==> src/pstuq_ram.sv <==
// generic single write port ram with registered read
module pstuq_ram #(
	parameter int WIDTH = 8,
	parameter int DEPTH = 16
) (
	input  logic                     clk,
	input  logic                     we,
	input  logic [$clog2(DEPTH)-1:0] waddr,
	input  logic [WIDTH-1:0]         wdata,
	input  logic [$clog2(DEPTH)-1:0] raddr,
	output logic [WIDTH-1:0]         rdata
);

	logic [WIDTH-1:0] mem [DEPTH];

	always_ff @(posedge clk) begin
		if (we) begin
			mem[waddr] <= wdata;
		end
		rdata <= mem[raddr];
	end

endmodule

==> config.mk <==
export PLATFORM = sky130hd
export DESIGN_NAME = pstuq_ram
export DESIGN_NICKNAME = d
export VERILOG_FILES = /design/src/pstuq_ram.sv
export SDC_FILE = /design/constraint.sdc
export NUM_CORES = 1
export LEC_CHECK = 0
export BUFFER_PORTS_ARGS = -buffer_cell sky130_fd_sc_hd__buf_2
export CAP_MARGIN = 20
export CORE_MARGIN = 2
export CORE_UTILIZATION = 60
export DETAILED_ROUTE_END_ITERATION = 10
export PLACE_DENSITY = 0.77
export SLEW_MARGIN = 20
export SYNTH_ARGS = -nofsm -noshare
export SYNTH_HDL_FRONTEND = slang
export SYNTH_SLANG_ARGS = --single-unit
export TNS_END_PERCENT = 30
==> constraint.sdc <==
create_clock -name clk -period 4.9 [get_ports clk]
set_input_delay 0.735 -clock clk [delete_from_list [all_inputs] [get_ports clk]]
set_output_delay 0.735 -clock clk [all_outputs]
set_load 0.02 [all_outputs]
==> summary.txt <==
Worst setup path
  • Critical Path AT: 2.60 ns
  • Top delay family on crit path: buffers and inverters
  • Crit Path Max Fanout: 32
  • CP max stage delay: 0.76 ns
  • Critical Path RT: 5.29 ns
  • Slowest cell on the critical path: buf_2
  • Critical Path Sink Type: flip-flop
  • Crit path buf inv count: 1
  • CP Class: in -> reg
  • CP cell instances: buf_2 -> mux4_1 -> a22oi_1 -> nand2_1
  • Startpoint Class: primary input

Layout
  • Post-layout util: 71.7%
  • Layout cell share with drive strength beyond 1: 28.9%
  • Synth-to-layout area growth: 15.0%
  • Multi-input logic area: 1070 um^2
  • Ant. Diodes: 0
  • Final instance area: 5920 um^2
  • Nets: 282
  • Reg area: 4000 um^2
  • # fillers: 483
  • Post-Layout Cell Count: 382

Worst hold path
  • Type of the worst min-delay path: in -> reg

Floorplanning
  • Starting Density: 62.3%
  • Die width: 96.6 um
  • Die area: 9340 um^2
  • Core Area: 8260 um^2
  • # IOs: 26
  • Die span in y: 96.6 um
  • Row Count: 33

Place
  • IO Port Bufs: 25
  • DPL Wire Length: 5700 um
  • Placed cell areas: 5340 um^2
  • Gp weighted congestion: 0.745
  • Placed cells: 350

Timing
  • RSZ-0062 raised after global routing: no
  • Setup TNS: 0 ns
  • Worst slew margin: 31.8%
  • Max-slew violation count: 0
  • Worst slew pin tran: 1.02 ns
  • F_max: 453 MHz
  • Min cycle time layout: 2.21 ns
  • Final hold vios: 0
  • Final setup fails: 0
  • Final period util: 45.1%
  • Clock skew: 0.00582 ns

Route
  • Detailed Route WL: 9390 um
  • Via/cell ratio: 6.36
  • WL met2: 4630 um
  • Top Layer Used: met4
  • ANT nets after route: 0
  • M1 wire length: 3830 um
  • Detailed Routing Iterations Pass 1: 5
  • DRC viols: 0
  • Routed wl met3: 793 um
  • Initial DRC count: 298
  • Total number of vias: 2,429
  • WL per Instance: 24.6 um

Yosys
  • Yosys reg bits: 136
  • Post-synth top flop: edfxtp_1
  • Yosys Warn Count: 0
  • Post-Syn Instances: 229
  • Commonest cells in the netlist: edfxtp_1 (128), mux4_2 (18), a22oi_1 (16)
  • Count leader, synth: edfxtp_1
  • Fraction of synthesis flops using an asynchronous set or reset pin: 0%
  • Distinct cells, synth: 19
  • Syn_nets: 247
  • Yosys top cell by area: edfxtp_1
  • Sequential cell area fraction in the yosys report: 77.8%
  • Syn_area_per_cell: 22.5 um^2
  • Cell area after synthesis: 5150 um^2
  • Top cells by area, synth: edfxtp_1 (75%), mux4_2 (7.9%), mux4_1 (7.1%), dfxtp_1 (3.1%), a22oi_1 (2.3%)
  • EDFF count, synth: 128
  • Synth top area share: 74.7%

Clock tree
  • Hold_buf cts: 0
  • H-Tree Depth: 4
  • Clock latency on the worst-skew pair: 0.51 ns
  • CTS Buf Count: 17
  • Clk sinks: 136
  • CTS tree: done
  • Clock Path Buffers: 2
  • Post-CTS Resized: 0
  • Setup Fix Bufs, Post-CTS: 0
  • Clk root buf: clkbuf_8
  • Reg clk slew, reported paths: 0.06 ns

Global routing
  • Vias in the first global route: 2,523
  • First-pass GRT wire length: 14,500 um
  • Global route overflow: 0
  • Initial antenna violation count: 0
  • Largest net degree at the start of global routing: 33
  • GRT Util Overall: 21.4%

Flow run
  • Max Cap Viol: 0

Pwr
  • PD cells: 447 nW/um^2
  • P_leak: 1.98 nW
  • Worst VDD drop: 0.000276 V

Run status
  • Status: complete, no violations
## per-stage QoR
stage	hold slack (ns)	power (mW)	setup WS, ns
after detailed placement	0.661	1.45	2.16
after CTS	0.587	2.66	2.65
after floorplan	0.629	1.41	2.67
final	0.606	2.65	2.69
after global routing	0.607	2.72	2.56
after global placement	0.647	1.45	2.17
## where the power goes
part	internal [mW]	switching, mW
combinational	0.0465	0.0739
sequential	1.30	0.00797
clock	0.740	0.479
total	2.09	0.561
## worst reg2reg max path: stages (launching register included)
cell and delay, ns:
edfxtp_1 0.36, mux4_1 0.51, a22oi_1 0.31, nand2_1 0.10
## flip-flops by register name (all words and copies together), names as in the netlist
| signal | flops |
|---|---|
| mem | 128 |
| rdata | 8 |
## layer usage
metal / track usage (%) / up-vias
li1: - / 1041
met3: 5.13 / 12
met5: 0 / -
met4: 9.21 / 0
met1: 30.6 / 1240
met2: 32.5 / 136
## kinds of logic after synthesis
family	count (synthesis)	share of synthesized area, %
buffers and inverters	10	1.68
multiplexers	32	15.0
AND/OR/NAND/NOR	35	3.18
AO/OA/AOI/OAI	16	2.33
flip-flops	136	77.8
## placed cells by master, fill, tap and decap left out, drive strengths merged
master / Yosys / layout
edfxtp: 128 / 128
mux4: 32 / 32
buf: 7 / 26
clkbuf: 0 / 18
a22oi: 16 / 16
nor2: 13 / 13
nand2: 9 / 9
dfxtp: 8 / 8
clkinv: 0 / 7
nor3: 4 / 4
clkinvlp: 0 / 3
nand3b: 2 / 2
nand2b: 2 / 2
bufinv: 0 / 2
inv: 0 / 2
nor2b: 1 / 1
and2: 1 / 1
and2b: 1 / 1
nand3: 1 / 1
or3b: 1 / 1
## cell type report
class                           count  area share, %
Tap cell                          105           2.22
Sequential cell                   136           67.7
Clock buffer                       18           7.23
Timing Repair Buffer               26           2.24
Clock inverter                     14           2.54
Multi-Input combinational cell     83           18.1
## worst paths after layout
kind                        startpoint             endpoint  slack, ns  cells after the start
setup / recovery              raddr[0]     rdata[4]$_DFF_P_       2.69                      4
hold / removal                wdata[2]  mem[7][2]$_DFFE_PP_       0.61                      1
setup reg to reg  mem[10][4]$_DFFE_PP_     rdata[4]$_DFF_P_       3.49                      3
hold reg to reg   mem[12][1]$_DFFE_PP_     rdata[1]$_DFF_P_       0.68                      3
(Power assumes the default switching activity.)
