### src/pstuq_pkg.sv
// shared types and constants for the prefix sum tree block
package pstuq_pkg;

	localparam int IDX_W = 11;
	localparam int VAL_W = 32;
	localparam int SUM_W = 64;

	localparam logic MODE_SET = 1'b0;
	localparam logic MODE_QRY = 1'b1;

	typedef enum logic [3:0] {
		ST_CLEAR,
		ST_IDLE,
		ST_SET_RD,
		ST_SET_DIF,
		ST_UPD_RD,
		ST_UPD_WR,
		ST_QRY_RD,
		ST_QRY_ACC,
		ST_RESP
	} state_t;

	typedef struct packed {
		logic req_valid;
		logic is_query;
		logic set_ok;
		logic clr_last;
		logic idx_zero;
		logic lo_phase;
		logic upd_last;
		logic rsp_free;
	} stat_t;

	typedef struct packed {
		logic ready;
		logic load_item;
		logic clr_we;
		logic val_we;
		logic delta_en;
		logic tree_we;
		logic idx_up;
		logic idx_dn;
		logic lo_load;
		logic acc_en;
		logic rsp_load;
	} ctl_t;

	typedef struct packed {
		logic [SUM_W-1:0] a;
		logic [SUM_W-1:0] b;
		logic             sub;
	} alu_req_t;

endpackage

### src/pstuq_alu.sv
// shared 64-bit add and subtract unit
module pstuq_alu (
	input  pstuq_pkg::alu_req_t              req,
	output logic [pstuq_pkg::SUM_W-1:0]      sum
);

	logic [pstuq_pkg::SUM_W-1:0] b_op;

	assign b_op = req.sub ? ~req.b : req.b;
	assign sum  = req.a + b_op + pstuq_pkg::SUM_W'(req.sub);

endmodule

### config.mk
export PLATFORM = sky130hd
export DESIGN_NAME = pstuq_alu
export DESIGN_NICKNAME = d
export VERILOG_FILES = /design/src/pstuq_pkg.sv /design/src/pstuq_alu.sv
export SDC_FILE = /design/constraint.sdc
export NUM_CORES = 1
export LEC_CHECK = 0
export BUFFER_PORTS_ARGS = -buffer_cell sky130_fd_sc_hd__buf_2
export CAP_MARGIN = 20
export CORE_MARGIN = 2
export CORE_UTILIZATION = 33
export DETAILED_ROUTE_END_ITERATION = 7
export SLEW_MARGIN = 0
export SYNTH_ARGS = -nofsm -noshare
export SYNTH_HDL_FRONTEND = slang
export SYNTH_SLANG_ARGS = --single-unit
### constraint.sdc
create_clock -name vclk -period 15.83
set_input_delay 3.166 -clock vclk [all_inputs]
set_output_delay 3.166 -clock vclk [all_outputs]
set_load 0.03 [all_outputs]
==> impl_metrics.csv <==
group,metric,value,unit
floorplanning,num_rows,41,
cts,cts_hold_buf,0,
routing,drcViolationCount,0,
placement,place_inst,930,
placement,place_congestion,0.877,
grt,grt_pass1_vias,4431,
routing,antenna_left,0,
timing,finalSetupTns,0,ps
routing,drtIter0Drc,195,
floorplanning,dieArea,13700,um2
cells_and_area,regArea,0,um2
timing,fmax,0.0951,GHz
yosys,yosysWarningCount,0,
grt,antenna_found_initial,0,
worst_setup_path,cp_max_fo,36,
cells_and_area,area_growth,25.5,%
timing,hold_viol,0,
yosys,yosysSeqAreaShare,0,%
cells_and_area,clkbuf_count,0,
floorplanning,pin_count,193,
grt,grt_max_degree,37,
placement,dp_hpwl,11300,um
routing,first_pass_iters,5,
grt,grt_usage,17.6,%
yosys,yosys.area_share.simple,15.7,%
yosys,synth.net_count,792,
worst_setup_path,criticalPathCategory,"input pin to primary output",
timing,finalSetupViolations,0,
routing,wl_per_cell,13.9,um
grt,grt.overflow.total,0,
worst_setup_path,cp_top_family,"compound AO/OA/AOI/OAI gates",
cts,postCtsSetupBuffers,0,
cells_and_area,nets,958,
power_and_ir_drop,power.leakage,2.77,nW
yosys,synthAdderAreaFrac,20.6,%
grt,grt_pass1_wl,20100,um
worst_setup_path,cp_slowest_cell,"o41ai_1",
timing,drv_slew,0,
yosys,synth_area_leaders,"ha_1 (20%), xor2_1 (18%), xnor2_1 (8.3%)",
worst_setup_path,crit_path_end_kind,"primary output",
yosys,ys_types,54,
cells_and_area,drive_gt1_share,26.4,%
yosys,avgSynthCellArea,7.10,um2
timing,max_slew_margin,52.4,%
routing,wl,12900,um
yosys,syn_inst,594,
yosys,synthTopCellsByCount,"xor2_1 (86), ha_1 (68), a21oi_1 (66)",
floorplanning,initial_core_util,33.6,%
routing,vias,4710,
cells_and_area,num-fill-cells,1373,
floorplanning,die_y,117,um
worst_setup_path,required,12660,ps
timing,finalCritPeriodShare,66.4,%
yosys,synth_mux_area_share,0.712,%
timing,post-route-worst-setup-slack,5320,ps
yosys,synth_top_family_by_area,"compound AO/OA/AOI/OAI gates",
status,status,"finished clean",
cells_and_area,instances_no_fill,930,
cells_and_area,multi_input_area,4020,um2
worst_setup_path,max_stage_delay,610,ps
power_and_ir_drop,ir_worst_vdd,0.0000448,V
cts,cts_resized,0,
timing,hold-worst-slack,6660,ps
power_and_ir_drop,cellPowerDensity,83.1,nW/um2
floorplanning,core-area,12600,um2
worst_setup_path,cp_common_cell,"buf_4",
cells_and_area,seq_cell_count,0,
worst_setup_path,crit_path_cell_trace,"buf_4 > buf_4 > xor2_1 > inv_1 > fa_1 > nor2b_1 > o311a_1 > o211ai_1 > a211oi_1 > o32ai_1 > o41ai_1 > a21o_1 > a21oi_1 > xnor2_1 > buf_2",
worst_setup_path,cp.buffers_inverters,4,
timing,rsz0062_at_grt,"no",
yosys,synth_compound_area_share,32.0,%
yosys,post-synth-top-count-cell,"xor2_1",
placement,io_buffers,193,
yosys,synth-xor-area-share,26.1,%
yosys,synthDominantCellAreaShare,20.2,%
placement,place_ws,5200,ps
routing,viasPerCell,5.06,
floorplanning,die_w,117,um
timing,fin_crit,10510,ps
min_path,hold_path_class,"input pin to primary output",
yosys,synth_top_cell_by_area,"ha_1",
yosys,netlist_area,4220,um2
worst_setup_path,worstPathArrival,7350,ps
worst_setup_path,cp-start-kind,"input pin",
cells_and_area,antenna_cells,0,
timing,tightest_slew,705,ps
flow_run,drv_cap,0,
worst paths after layout:
| path | startpoint | endpoint | slack (ps) | depth (start not counted) |
|---|---|---|---|---|
| min | req[65] | sum[0] | 6660 | 3 |
| max | req[0] | sum[40] | 5320 | 15 |
logic make-up after synthesis:
kind of cell,count (synthesis)
muxes,3
xor gates and xnor gates,126
buffers and inverters,53
and+or+nand+nor,135
AOI/OAI and AO/OA,208
adders and majority gates,69
layout make-up:
class,count,area share [%]
multi-input combinational,541,75.9
tap,172,4.06
timing repair buffer,194,18.4
inverter,23,1.63
per-layer routing:
metal	part of all wire, %	global-route usage [%]	vias to the layer above
met5	0	0	-
met1	48	24.3	2097
li1	-	-	2489
met2	45	30.6	116
met3	5.7	2.27	8
met4	1.1	1.65	0
metrics by stage:
step | utilization (%) | power, mW | area, um2
after floorplan | - | 0.323 | 4220
after global placement | 42.1 | 0.441 | 5300
after detailed placement | 42.1 | 0.440 | 5300
after CTS | 42.1 | 0.442 | 5300
after global routing | 42.1 | 0.479 | 5300
final | 42.1 | 0.440 | 5300
worst min-delay path: cells and delay by family:
kind / cells / cell delay [ps]
buffers and inverters: 2 / 270
XOR/XNOR: 1 / 60
report_power, final:
part           total (mW)  switching, mW  internal, mW
logic               0.440          0.286         0.154
clock network           0              0             0
registers               0              0             0
total               0.440          0.286         0.154
cell usage in the layout, fill, tap and decap left out, types with 3 or more instances in the layout:
cell type,n
a31oi_1,3
and3_1,5
xnor2_1,40
o21bai_1,9
o31ai_1,3
nor2b_1,7
nor2_1,31
ha_1,68
or3_1,3
a21o_1,46
a21oi_1,66
nand3_1,3
xor2_1,86
o21ai_1,22
nor3_1,6
nand2_1,41
inv_1,22
and2_1,3
a221oi_1,3
a2111oi_0,4
o21ai_0,16
mux2i_1,3
o211ai_1,5
nand4_1,27
buf_2,192
nand2b_1,4
o21a_1,8
(Power assumes the default switching activity.)
