--- src/pstuq_pkg.sv ---
// shared types and constants for the prefix sum tree block
package pstuq_pkg;

	localparam int IDX_W = 11;
	localparam int VAL_W = 32;
	localparam int SUM_W = 64;

	localparam logic MODE_SET = 1'b0;
	localparam logic MODE_QRY = 1'b1;

	typedef enum logic [3:0] {
		ST_CLEAR,
		ST_IDLE,
		ST_SET_RD,
		ST_SET_DIF,
		ST_UPD_RD,
		ST_UPD_WR,
		ST_QRY_RD,
		ST_QRY_ACC,
		ST_RESP
	} state_t;

	typedef struct packed {
		logic req_valid;
		logic is_query;
		logic set_ok;
		logic clr_last;
		logic idx_zero;
		logic lo_phase;
		logic upd_last;
		logic rsp_free;
	} stat_t;

	typedef struct packed {
		logic ready;
		logic load_item;
		logic clr_we;
		logic val_we;
		logic delta_en;
		logic tree_we;
		logic idx_up;
		logic idx_dn;
		logic lo_load;
		logic acc_en;
		logic rsp_load;
	} ctl_t;

	typedef struct packed {
		logic [SUM_W-1:0] a;
		logic [SUM_W-1:0] b;
		logic             sub;
	} alu_req_t;

endpackage

--- src/pstuq_ctrl.sv ---
// sequencer for clear, set walk and query walks
module pstuq_ctrl (
	input  logic              clk,
	input  logic              arst_n,
	input  pstuq_pkg::stat_t  stat,
	output pstuq_pkg::ctl_t   ctl
);

	pstuq_pkg::state_t state_q;
	pstuq_pkg::state_t state_d;

	always_ff @(posedge clk or negedge arst_n) begin
		if (!arst_n) begin
			state_q <= pstuq_pkg::ST_CLEAR;
		end else begin
			state_q <= state_d;
		end
	end

	always_comb begin
		state_d = state_q;
		unique case (state_q)
			pstuq_pkg::ST_CLEAR: begin
				if (stat.clr_last) state_d = pstuq_pkg::ST_IDLE;
			end
			pstuq_pkg::ST_IDLE: begin
				if (stat.req_valid) begin
					if (stat.is_query) state_d = pstuq_pkg::ST_QRY_RD;
					else if (stat.set_ok) state_d = pstuq_pkg::ST_SET_RD;
				end
			end
			pstuq_pkg::ST_SET_RD:  state_d = pstuq_pkg::ST_SET_DIF;
			pstuq_pkg::ST_SET_DIF: state_d = pstuq_pkg::ST_UPD_RD;
			pstuq_pkg::ST_UPD_RD:  state_d = pstuq_pkg::ST_UPD_WR;
			pstuq_pkg::ST_UPD_WR: begin
				state_d = stat.upd_last ? pstuq_pkg::ST_IDLE : pstuq_pkg::ST_UPD_RD;
			end
			pstuq_pkg::ST_QRY_RD: begin
				if (!stat.idx_zero) state_d = pstuq_pkg::ST_QRY_ACC;
				else if (stat.lo_phase) state_d = pstuq_pkg::ST_RESP;
			end
			pstuq_pkg::ST_QRY_ACC: state_d = pstuq_pkg::ST_QRY_RD;
			pstuq_pkg::ST_RESP: begin
				if (stat.rsp_free) state_d = pstuq_pkg::ST_IDLE;
			end
			default: state_d = pstuq_pkg::ST_CLEAR;
		endcase
	end

	always_comb begin
		ctl = '0;
		unique case (state_q)
			pstuq_pkg::ST_CLEAR: ctl.clr_we = 1'b1;
			pstuq_pkg::ST_IDLE: begin
				ctl.ready     = 1'b1;
				ctl.load_item = stat.req_valid;
			end
			pstuq_pkg::ST_SET_RD: ctl = '0;
			pstuq_pkg::ST_SET_DIF: begin
				ctl.val_we   = 1'b1;
				ctl.delta_en = 1'b1;
			end
			pstuq_pkg::ST_UPD_RD: ctl = '0;
			pstuq_pkg::ST_UPD_WR: begin
				ctl.tree_we = 1'b1;
				ctl.idx_up  = 1'b1;
			end
			pstuq_pkg::ST_QRY_RD: ctl.lo_load = stat.idx_zero && !stat.lo_phase;
			pstuq_pkg::ST_QRY_ACC: begin
				ctl.acc_en = 1'b1;
				ctl.idx_dn = 1'b1;
			end
			pstuq_pkg::ST_RESP: ctl.rsp_load = stat.rsp_free;
			default: ctl = '0;
		endcase
	end

endmodule

--- config.mk ---
export PLATFORM = sky130hd
export DESIGN_NAME = pstuq_ctrl
export DESIGN_NICKNAME = d
export VERILOG_FILES = /design/src/pstuq_pkg.sv /design/src/pstuq_ctrl.sv
export SDC_FILE = /design/constraint.sdc
export NUM_CORES = 1
export LEC_CHECK = 0
export ABC_AREA = 1
export BUFFER_PORTS_ARGS = -buffer_cell sky130_fd_sc_hd__buf_4
export CORE_AREA = 2 2 39 41
export DETAILED_ROUTE_END_ITERATION = 10
export DIE_AREA = 0 0 41 43
export PLACE_DENSITY = 0.64
export SLEW_MARGIN = 20
export SYNTH_ARGS = -nofsm -noshare
export SYNTH_HDL_FRONTEND = slang
export SYNTH_SLANG_ARGS = --single-unit
--- constraint.sdc ---
create_clock -name clk -period 1.4 [get_ports clk]
set_input_delay 0.21 -clock clk [delete_from_list [all_inputs] [get_ports clk]]
set_output_delay 0.21 -clock clk [all_outputs]
set_load 0.05 [all_outputs]
==> results.md, run 1 <==
- Global-route wire length before repair: 1640 um
- Fin crit share: 1.03
- Share of cells above drive strength 1: 0.608
- Antenna violations before repair: 0
- Top cells by area, synth: dfrtp_1 25%, nand2_1 18%, inv_1 12%
- DRC Markers: 0
- TritonCTS clock tree: done
- Fin worst setup slack: -0.0380 ns
- Row count: 14
- Final #Nets: 109
- Clk_skew: approximately 0.0021 ns
- Final HPWL DP: between 800 and 900 um
- Setup TNS Final: -0.180 ns
- Worst Path Max Fanout: 6
- Lkg Pwr: 0.408 nW
- Synth cell types: 14
- Fin util: 0.550
- Post-synth top area share: 0.252
- Failing checks: negative setup slack
- Finished Layout Cells: 113
- Clock tree root driver cell: clkbuf_4
- Total Wirelength: 1080 um
- Clock share of power: 0.087
- Synthesized instance count: 68
- Synth Warn #: 0
- Cts bufs inserted: 3
- Crit Path Category: flop to output port
- Die height: roughly 43 um
- Worst-Skew Late Latency: 0.24 ns
- FMAX: 0.695 GHz
- IO buf count: 20
- Placed Cells: 103
- Vias: 514
- Clock Pin Slew Worst Setup and Hold Paths: around 0.04 ns
- Setup Viol. Count Final: 8
- Multi-input gate area: 274 um2
- Vias per cell: 4.55
- H-Tree Level Count: 1
- Biggest regs: state_q x4
- Area Overhead vs Synth: 91.2%
- Antenna cell count: 0
- Status: finished, violations left
- Area of the core: 1380 um2
- Endpoints failing hold: 0
- Reg area: 104 um2
- Initial Utilization: 0.288
- Post-route antenna net violation count: 0
- Synth Area per Inst: 5.85 um2
- Die Wd: around 41 um
- RePlAce Congestion: 0.816
- Min cycle time layout: 1.44 ns
- Largest net degree at the start of global routing: 7
- Number of synthesized register bits: 4
- Worst EP required: approximately 1.2 ns
- CP Capture Type: output port
- DR iter-0 viols: 11
- Slew @ Worst Pin: 0.191 ns
- Seq/Total Area, Yosys: 0.252
- Slew Viols, Final: 0
- Combinational Power Share: 0.756
- Max reg flops: 4
- Critical path arrival: 1.23 ns
- Total GRT Usage: 0.136
- RSZ-0062 raised after global routing: true
- Net Sw Frac: 0.544
- # Max-Cap Violations: 0
- Bufs on Longest Clock Path: 2
- Number of global-route vias before repair: 408
- Rel. slew slack: 0.871
- Ys async rst share: 1.00
- Die area: 1760 um2
- Count leader, synth: nand2_1
- Startpoint type of the worst setup path: flop
- Clk sink count: 4
- Maximum vdd drop: 0.000788 V
- Syn Nets: slightly below 80
- DR WL/cell: about 9.6 um
- Sequential power share: 0.157
- P_sw: 896 uW
- DR pass1 iterations: 4
- Post-synth EDFFs: 0
- Worst Hold Slack: 0.302 ns
- Top reg by flops: state_q
- Total power: 1.65 mW
- Synth cell count leaders: 19 x nand2_1, 13 x inv_1, 8 x nor2_1
- Cell Pwr Density: 2170 nW/um2
- Ports: 21
- Grt ovf: 0
- Hold Crit Class: input port to flop
- Main synth FF type: dfrtp_1
- Mapped cell area: 398 um2
- Fill count: approximately 140
- Cell taking the most area after synthesis: dfrtp_1
- Internal power: 752 uW
-- path summary, 6_finish.rpt --
path	startpoint	cells after the start	slack [ns]	endpoint
setup reg to reg	state_q[0]$_DFFE_PN0P_	9	0.14	state_q[2]$_DFFE_PN0P_
hold / removal	stat[0]	4	0.30	state_q[3]$_DFFE_PN0P_
setup / recovery	state_q[0]$_DFFE_PN0P_	4	-0.04	ctl[0]
max in group asynchronous	arst_n	2	0.98	state_q[0]$_DFFE_PN0P_
min in group asynchronous	arst_n	2	0.31	state_q[3]$_DFFE_PN0P_
hold reg to reg	state_q[1]$_DFFE_PN0P_	3	0.68	state_q[3]$_DFFE_PN0P_
-- metal layers --
metal  vias up  track usage  wire length [um]
met1       232        0.163               425
met3         2       0.0157                53
met5         -            0                 0
met4         0       0.0600                20
li1        260            -                 -
met2        20        0.228               581
-- what timing repair did --
action | in CTS | in global routing
pin swaps | 5 | 2
setup endpoints to repair | 9 | 11
buffers inserted | 3 | 3
endpoints found under the hold margin | 4 | 0
cloned | 0 | 0
gates resized for setup | 24 | 10
hold buffers | 1 | 0
-- power groups by stage --
stage | combinational [mW] | clock (mW) | sequential, mW
2_1_floorplan | 0.750 | 0 | 0.208
3_3_place_gp | 0.976 | 0 | 0.213
3_5_place_dp | 0.978 | 0 | 0.217
4_1_cts | 1.15 | 0.147 | 0.255
5_1_grt | 1.35 | 0.160 | 0.262
6_report | 1.25 | 0.143 | 0.258
-- placed cells by master, fill, tap and decap left out --
cell type	instances
buf_4	17
buf_6	6
buf_8	5
clkbuf_4	3
clkinvlp_4	1
dfrtp_1	1
dfrtp_2	3
dlygate4sd3_1	1
inv_1	8
inv_2	6
nand2_1	16
nand2_2	5
nand3_1	4
nand3_2	2
nand4_1	2
nor2_1	3
nor2_2	4
nor2_4	6
o211ai_1	1
o21ai_0	2
o21ai_2	1
-- worst max-delay path: stages, from the launching register on --
cell	delay, ns
dfrtp_2	0.46
nor2_4	0.17
nand3_2	0.08
nor2_2	0.11
buf_6	0.17
-- cell type report --
type                       count  share of cell area
clock buffer                   3              0.0296
inverter                      15              0.0789
multi-input combinational     46               0.360
sequential                     4               0.137
tap                           16              0.0263
timing repair buffer          29               0.368
-- per-stage QoR --
step,worst slack (ns),instance area [um2]
finish,-0.0380,761
global route,-0.0860,761
CTS,-0.0261,709
detailed placement,0.0906,574
global placement,0.130,574
floorplan,-0.154,415
-- cell families (layout without fill, tap and decap cells) --
group | count (synthesis) | after routing | synth area share
AOI/OAI and AO/OA | 4 | 4 | 0.0660
buffers and inverters | 18 | 47 | 0.198
DFF | 4 | 4 | 0.252
and+or+nand+nor | 42 | 42 | 0.484
No activity file was read; power rests on OpenSTA's default activity.
==> run 2: changes to the inputs <==
PLACE_DENSITY = 0.62   (was 0.64)
SKIP_LAST_GASP = 1   (was default)
==> results.md, run 2 (synthesis results as in run 1) <==
- H-Tree Level Count: 1
- Slowest cell on the critical path: dfrtp_2
- Dpl ws: 0.0933 ns
- Crit path max-delay family: flip-flops
- Worst EP required: 1.19 ns
- Endpoints failing hold: 0
- RePlAce Congestion: 0.775
- Hold wc startpoint: stat[0]
- Cts bufs inserted: 3
- DRC Markers: 0
- Rel. slew slack: 0.861
- DR WL/cell: 9.45 um
- Antenna violations before repair: 0
- Area of the core: 1380 um2
- DR pass1 iterations: 5
- Status: finished, violations left
- Crit-path cells: nand2_2 > inv_1 > nand2_2 > clkinvlp_4 > buf_4
- Clock tree root driver cell: clkbuf_4
- Cell Pwr Density: 2180 nW/um2
- Worst Path Max Fanout: 6
- Startpoint type of the worst setup path: flop
- Global-route wire length before repair: 1600 um
- Placed Cells: 103
- DR iter-0 viols: 11
- CP startpoint: state_q[0]$_DFFE_PN0P_
- Hold Crit Class: input port to flop
- Clock Pin Slew Worst Setup and Hold Paths: 0.04 ns
- Max reg flops: 4
- Lkg Pwr: 0.398 nW
- Min cycle time layout: 1.42 ns
- Finished Layout Cells: 111
- Grt ovf: 0
- Initial Utilization: 0.288
- Area Overhead vs Synth: 83.3%
- TritonCTS clock tree: done
- Clk_skew: 0.00373 ns
- Fill count: 140
- Die height: 43 um
- Largest net degree at the start of global routing: 7
- Top reg by flops: state_q
- Vias: 516
- Slew Viols, Final: 0
- FMAX: 0.703 GHz
- Antenna cell count: 0
- Setup Viol. Count Final: 7
- Biggest regs: state_q x4
- Post-route antenna net violation count: 0
- Vias per cell: 4.65
- Cell mode on critical path: nand2_2
- Bufs on Longest Clock Path: 2
- CP max stage delay: 0.47 ns
- Maximum vdd drop: 0.00111 V
- Fin util: 0.527
- # Max-Cap Violations: 0
- Failing checks: negative setup slack
- Critical path arrival: 1.21 ns
- Fin worst setup slack: -0.0232 ns
- Critical R2R Launch: state_q[1]$_DFFE_PN0P_
- Worst path bufs/invs: 3
- Die Wd: 41 um
- Number of global-route vias before repair: 433
- Row count: 14
- Worst-Skew Late Latency: 0.24 ns
- Crit Path Category: flop to output port
- Ports: 21
- Clock share of power: 0.092
- Fin crit share: 1.02
- Setup TNS Final: -0.0746 ns
- Total GRT Usage: 0.132
- CP Capture Type: output port
- Internal power: 713 uW
- P_sw: 875 uW
- Sequential power share: 0.165
- Combinational Power Share: 0.742
- Net Sw Frac: 0.551
- Final HPWL DP: 830 um
- Final #Nets: 107
- Total Wirelength: ~1000 um
- Slew @ Worst Pin: ~0.21 ns
- Clk sink count: 4
- Share of cells above drive strength 1: 0.589
- IO buf count: 20
- RSZ-0062 raised after global routing: true
- Die area: 1760 um2
- Most frequent cells in the layout: 16 x nand2_1, 16 x buf_4, 9 x inv_1
## run 2: final cells by class
class / count / area (um2) / area share
sequential: 4 / 105 / 0.144
tap: 16 / 20.0 / 0.0274
inverter: 15 / 60.1 / 0.0823
timing repair buffer: 27 / 258 / 0.353
clock buffer: 3 / 22.5 / 0.0309
multi-input combinational: 46 / 264 / 0.362
## run 2: what timing repair did
action / CTS / global route
setup buffers: 3 / 1
pin swaps: 1 / 2
hold endpoints to repair: 4 / 0
endpoints found under the setup margin: 9 / 11
gates resized for setup: 18 / 12
hold buffers: 1 / 0
## run 2: layer usage
layer	vias up	part of all wire	GRT usage	wire length, um
met3	2	0.049	0.0157	51
met4	0	0.021	0.0600	22
met1	236	0.40	0.163	419
met5	-	0	0	0
li1	260	-	-	-
met2	18	0.53	0.216	554
## run 2: power by group through the flow
stage,clock (mW),combinational [mW],sequential (mW)
after floorplan,0,0.750,0.208
after global placement,0,0.978,0.213
after detailed placement,0,0.979,0.219
after CTS,0.147,1.11,0.250
after global routing,0.163,1.26,0.270
final,0.147,1.18,0.263
## run 2: tightest hold or removal path, delay by kind of cell
kind	cells	cell delay, ns
simple gates	2	0.15
buf+inv	2	0.13
## run 2: final timing paths
| check | endpoint | slack, ns | cells past startpoint |
|---|---|---|---|
| min in group asynchronous | state_q[3]$_DFFE_PN0P_ | 0.30 | 2 |
| setup reg to reg | state_q[0]$_DFFE_PN0P_ | 0.13 | 8 |
| max in group asynchronous | state_q[0]$_DFFE_PN0P_ | 0.99 | 2 |
| setup / recovery | ctl[7] | -0.02 | 5 |
| hold reg to reg | state_q[3]$_DFFE_PN0P_ | 0.66 | 3 |
| hold / removal | state_q[3]$_DFFE_PN0P_ | 0.29 | 4 |
## run 2: per-stage QoR
stage	power, mW	instance area [um2]	hold WS [ns]
floorplan	0.958	415	-0.0856
global placement	1.19	574	0.00609
detailed placement	1.20	574	0.00697
CTS	1.51	689	0.292
global route	1.70	729	0.307
finish	1.59	729	0.286
==> run 3: changes to the inputs <==
CORE_AREA = 4 4 41 43   (was 2 2 39 41)
DIE_AREA = 0 0 45 47   (was 0 0 41 43)
==> results.md, run 3 (synthesis results as in run 1) <==
- Endpoints failing hold: 0
- FF-to-FF path depth: 9
- Bufs on Longest Clock Path: 2
- Status: finished, violations left
- Die height: ~47 um
- RSZ-0062 raised after global routing: true
- Max reg flops: 4
- Fin crit share: 1.04
- Fin worst setup slack: -0.0576 ns
- Final HPWL DP: roughly 900 um
- Final #Nets: 109
- Vias per cell: 4.49
- Row count: 13
- DR iter-0 viols: 16
- Cts bufs inserted: 3
- Largest net degree at the start of global routing: 7
- Clk_skew: 0.00420 ns
- Post-route antenna net violation count: 0
- Antenna cell count: 0
- Share of cells above drive strength 1: 0.598
- Critical path arrival: 1.25 ns
- Worst-Skew Late Latency: 0.24 ns
- Biggest regs: state_q x4
- Hold path depth: 4
- Finished Layout Cells: between 100 and 150
- Number of global-route vias before repair: 476
- Global-route wire length before repair: 2070 um
- Lkg Pwr: around 0.4 nW
- Vias: 503
- DR WL/cell: 10.9 um
- Area Overhead vs Synth: 88.4%
- Antenna violations before repair: 0
- Top reg by flops: state_q
- Commonest non-fill, non-tap cell in the layout: buf_4
- Dpl ws: 0.110 ns
- FMAX: 0.686 GHz
- Grt ovf: 0
- Crit Path Category: flop to output port
- Ports: 21
- Total GRT Usage: 0.140
- TritonCTS clock tree: done
- Most frequent cells in the layout: 17 x buf_4, 15 x nand2_1, 10 x inv_1
- CP Capture Type: output port
- Worst EP required: 1.19 ns
- Slew @ Worst Pin: 0.238 ns
- DR pass1 iterations: 4
- Setup Viol. Count Final: 8
- Area of the core: 1300 um2
- Rel. slew slack: 0.841
- Clock Pin Slew Worst Setup and Hold Paths: around 0.040 ns
- Total Wirelength: around 1200 um
- Die Wd: 45 um
- Placed Cells: around 100
- Fin util: 0.576
- Flop2flop setup slack: about 0.090 ns
- # Max-Cap Violations: 0
- IO buf count: 20
- RePlAce Congestion: 0.777
- DRC Markers: 0
- Slew Viols, Final: 0
- Clk sink count: 4
- Maximum vdd drop: 0.00120 V
- Failing checks: negative setup slack
- Worst Path Max Fanout: 4
- Die area: 2120 um2
- Cell Pwr Density: 2190 nW/um2
- Initial Utilization: 0.306
- H-Tree Level Count: 1
- Hold Crit Class: input port to flop
- Min cycle time layout: 1.46 ns
- Clock tree root driver cell: clkbuf_4
- Startpoint type of the worst setup path: flop
run 3: changes by cell type in the layout (fill, tap and decap cells not counted), sizes merged:
cell,previous run,this run
buf,26,28
run 3: worst paths after layout:
path | end | startpoint
worst max-delay path | ctl[9] | state_q[3]$_DFFE_PN0P_
worst min-delay path | state_q[0]$_DFFE_PN0P_ | stat[5]
worst max register to register | state_q[2]$_DFFE_PN0P_ | state_q[3]$_DFFE_PN0P_
worst min register to register | state_q[3]$_DFFE_PN0P_ | state_q[2]$_DFFE_PN0P_
max in group asynchronous | state_q[2]$_DFFE_PN0P_ | arst_n
min in group asynchronous | state_q[1]$_DFFE_PN0P_ | arst_n
run 3: per-stage QoR:
step / setup TNS [ns] / hold slack (ns) / instance area, um2 / total power, mW
3_5_place_dp: 0 / 0.00688 / 573 / 1.20
6_report: -0.217 / 0.290 / 749 / 1.64
4_1_cts: -0.129 / 0.294 / 701 / 1.55
3_3_place_gp: 0 / 0.00569 / 573 / 1.20
5_1_grt: -0.849 / 0.308 / 749 / 1.76
2_1_floorplan: -0.266 / -0.0856 / 415 / 0.958
run 3: cell type report:
class | instances | area, um2
fill | 122 | 552
multi-input combinational | 46 | 272
timing repair buffer | 29 | 269
sequential | 4 | 105
inverter | 15 | 62.6
clock buffer | 3 | 22.5
tap | 15 | 18.8
run 3: layer usage:
| layer | routed length [um] | GRT usage | vias to the layer above |
|---|---|---|---|
| met2 | 603 | 0.246 | 23 |
| met1 | 502 | 0.161 | 219 |
| met4 | 27 | 0.0702 | 0 |
| met5 | 0 | 0 | - |
| li1 | - | - | 259 |
| met3 | 85 | 0.0307 | 2 |
run 3: critical path: stages, from the launching register on:
cell     delay [ns]
dfrtp_2        0.44
nor2_4         0.17
nand2_2        0.11
nor2_2         0.11
buf_6          0.16
run 3: power breakdown:
| part | switching [mW] | internal (mW) | total [mW] |
|---|---|---|---|
| clock | 0.0537 | 0.0963 | 0.150 |
| sequential | 0.0985 | 0.169 | 0.267 |
| combinational | 0.757 | 0.464 | 1.22 |
run 3: what timing repair did:
action                                 in CTS  in global routing
pin swaps                                   1                  5
setup endpoints to repair                   9                 11
endpoints found under the hold margin       4                  0
hold buffers                                1                  0
gates resized for setup                    22                  9
setup buffers                               3                  3
gates cloned                                0                  0
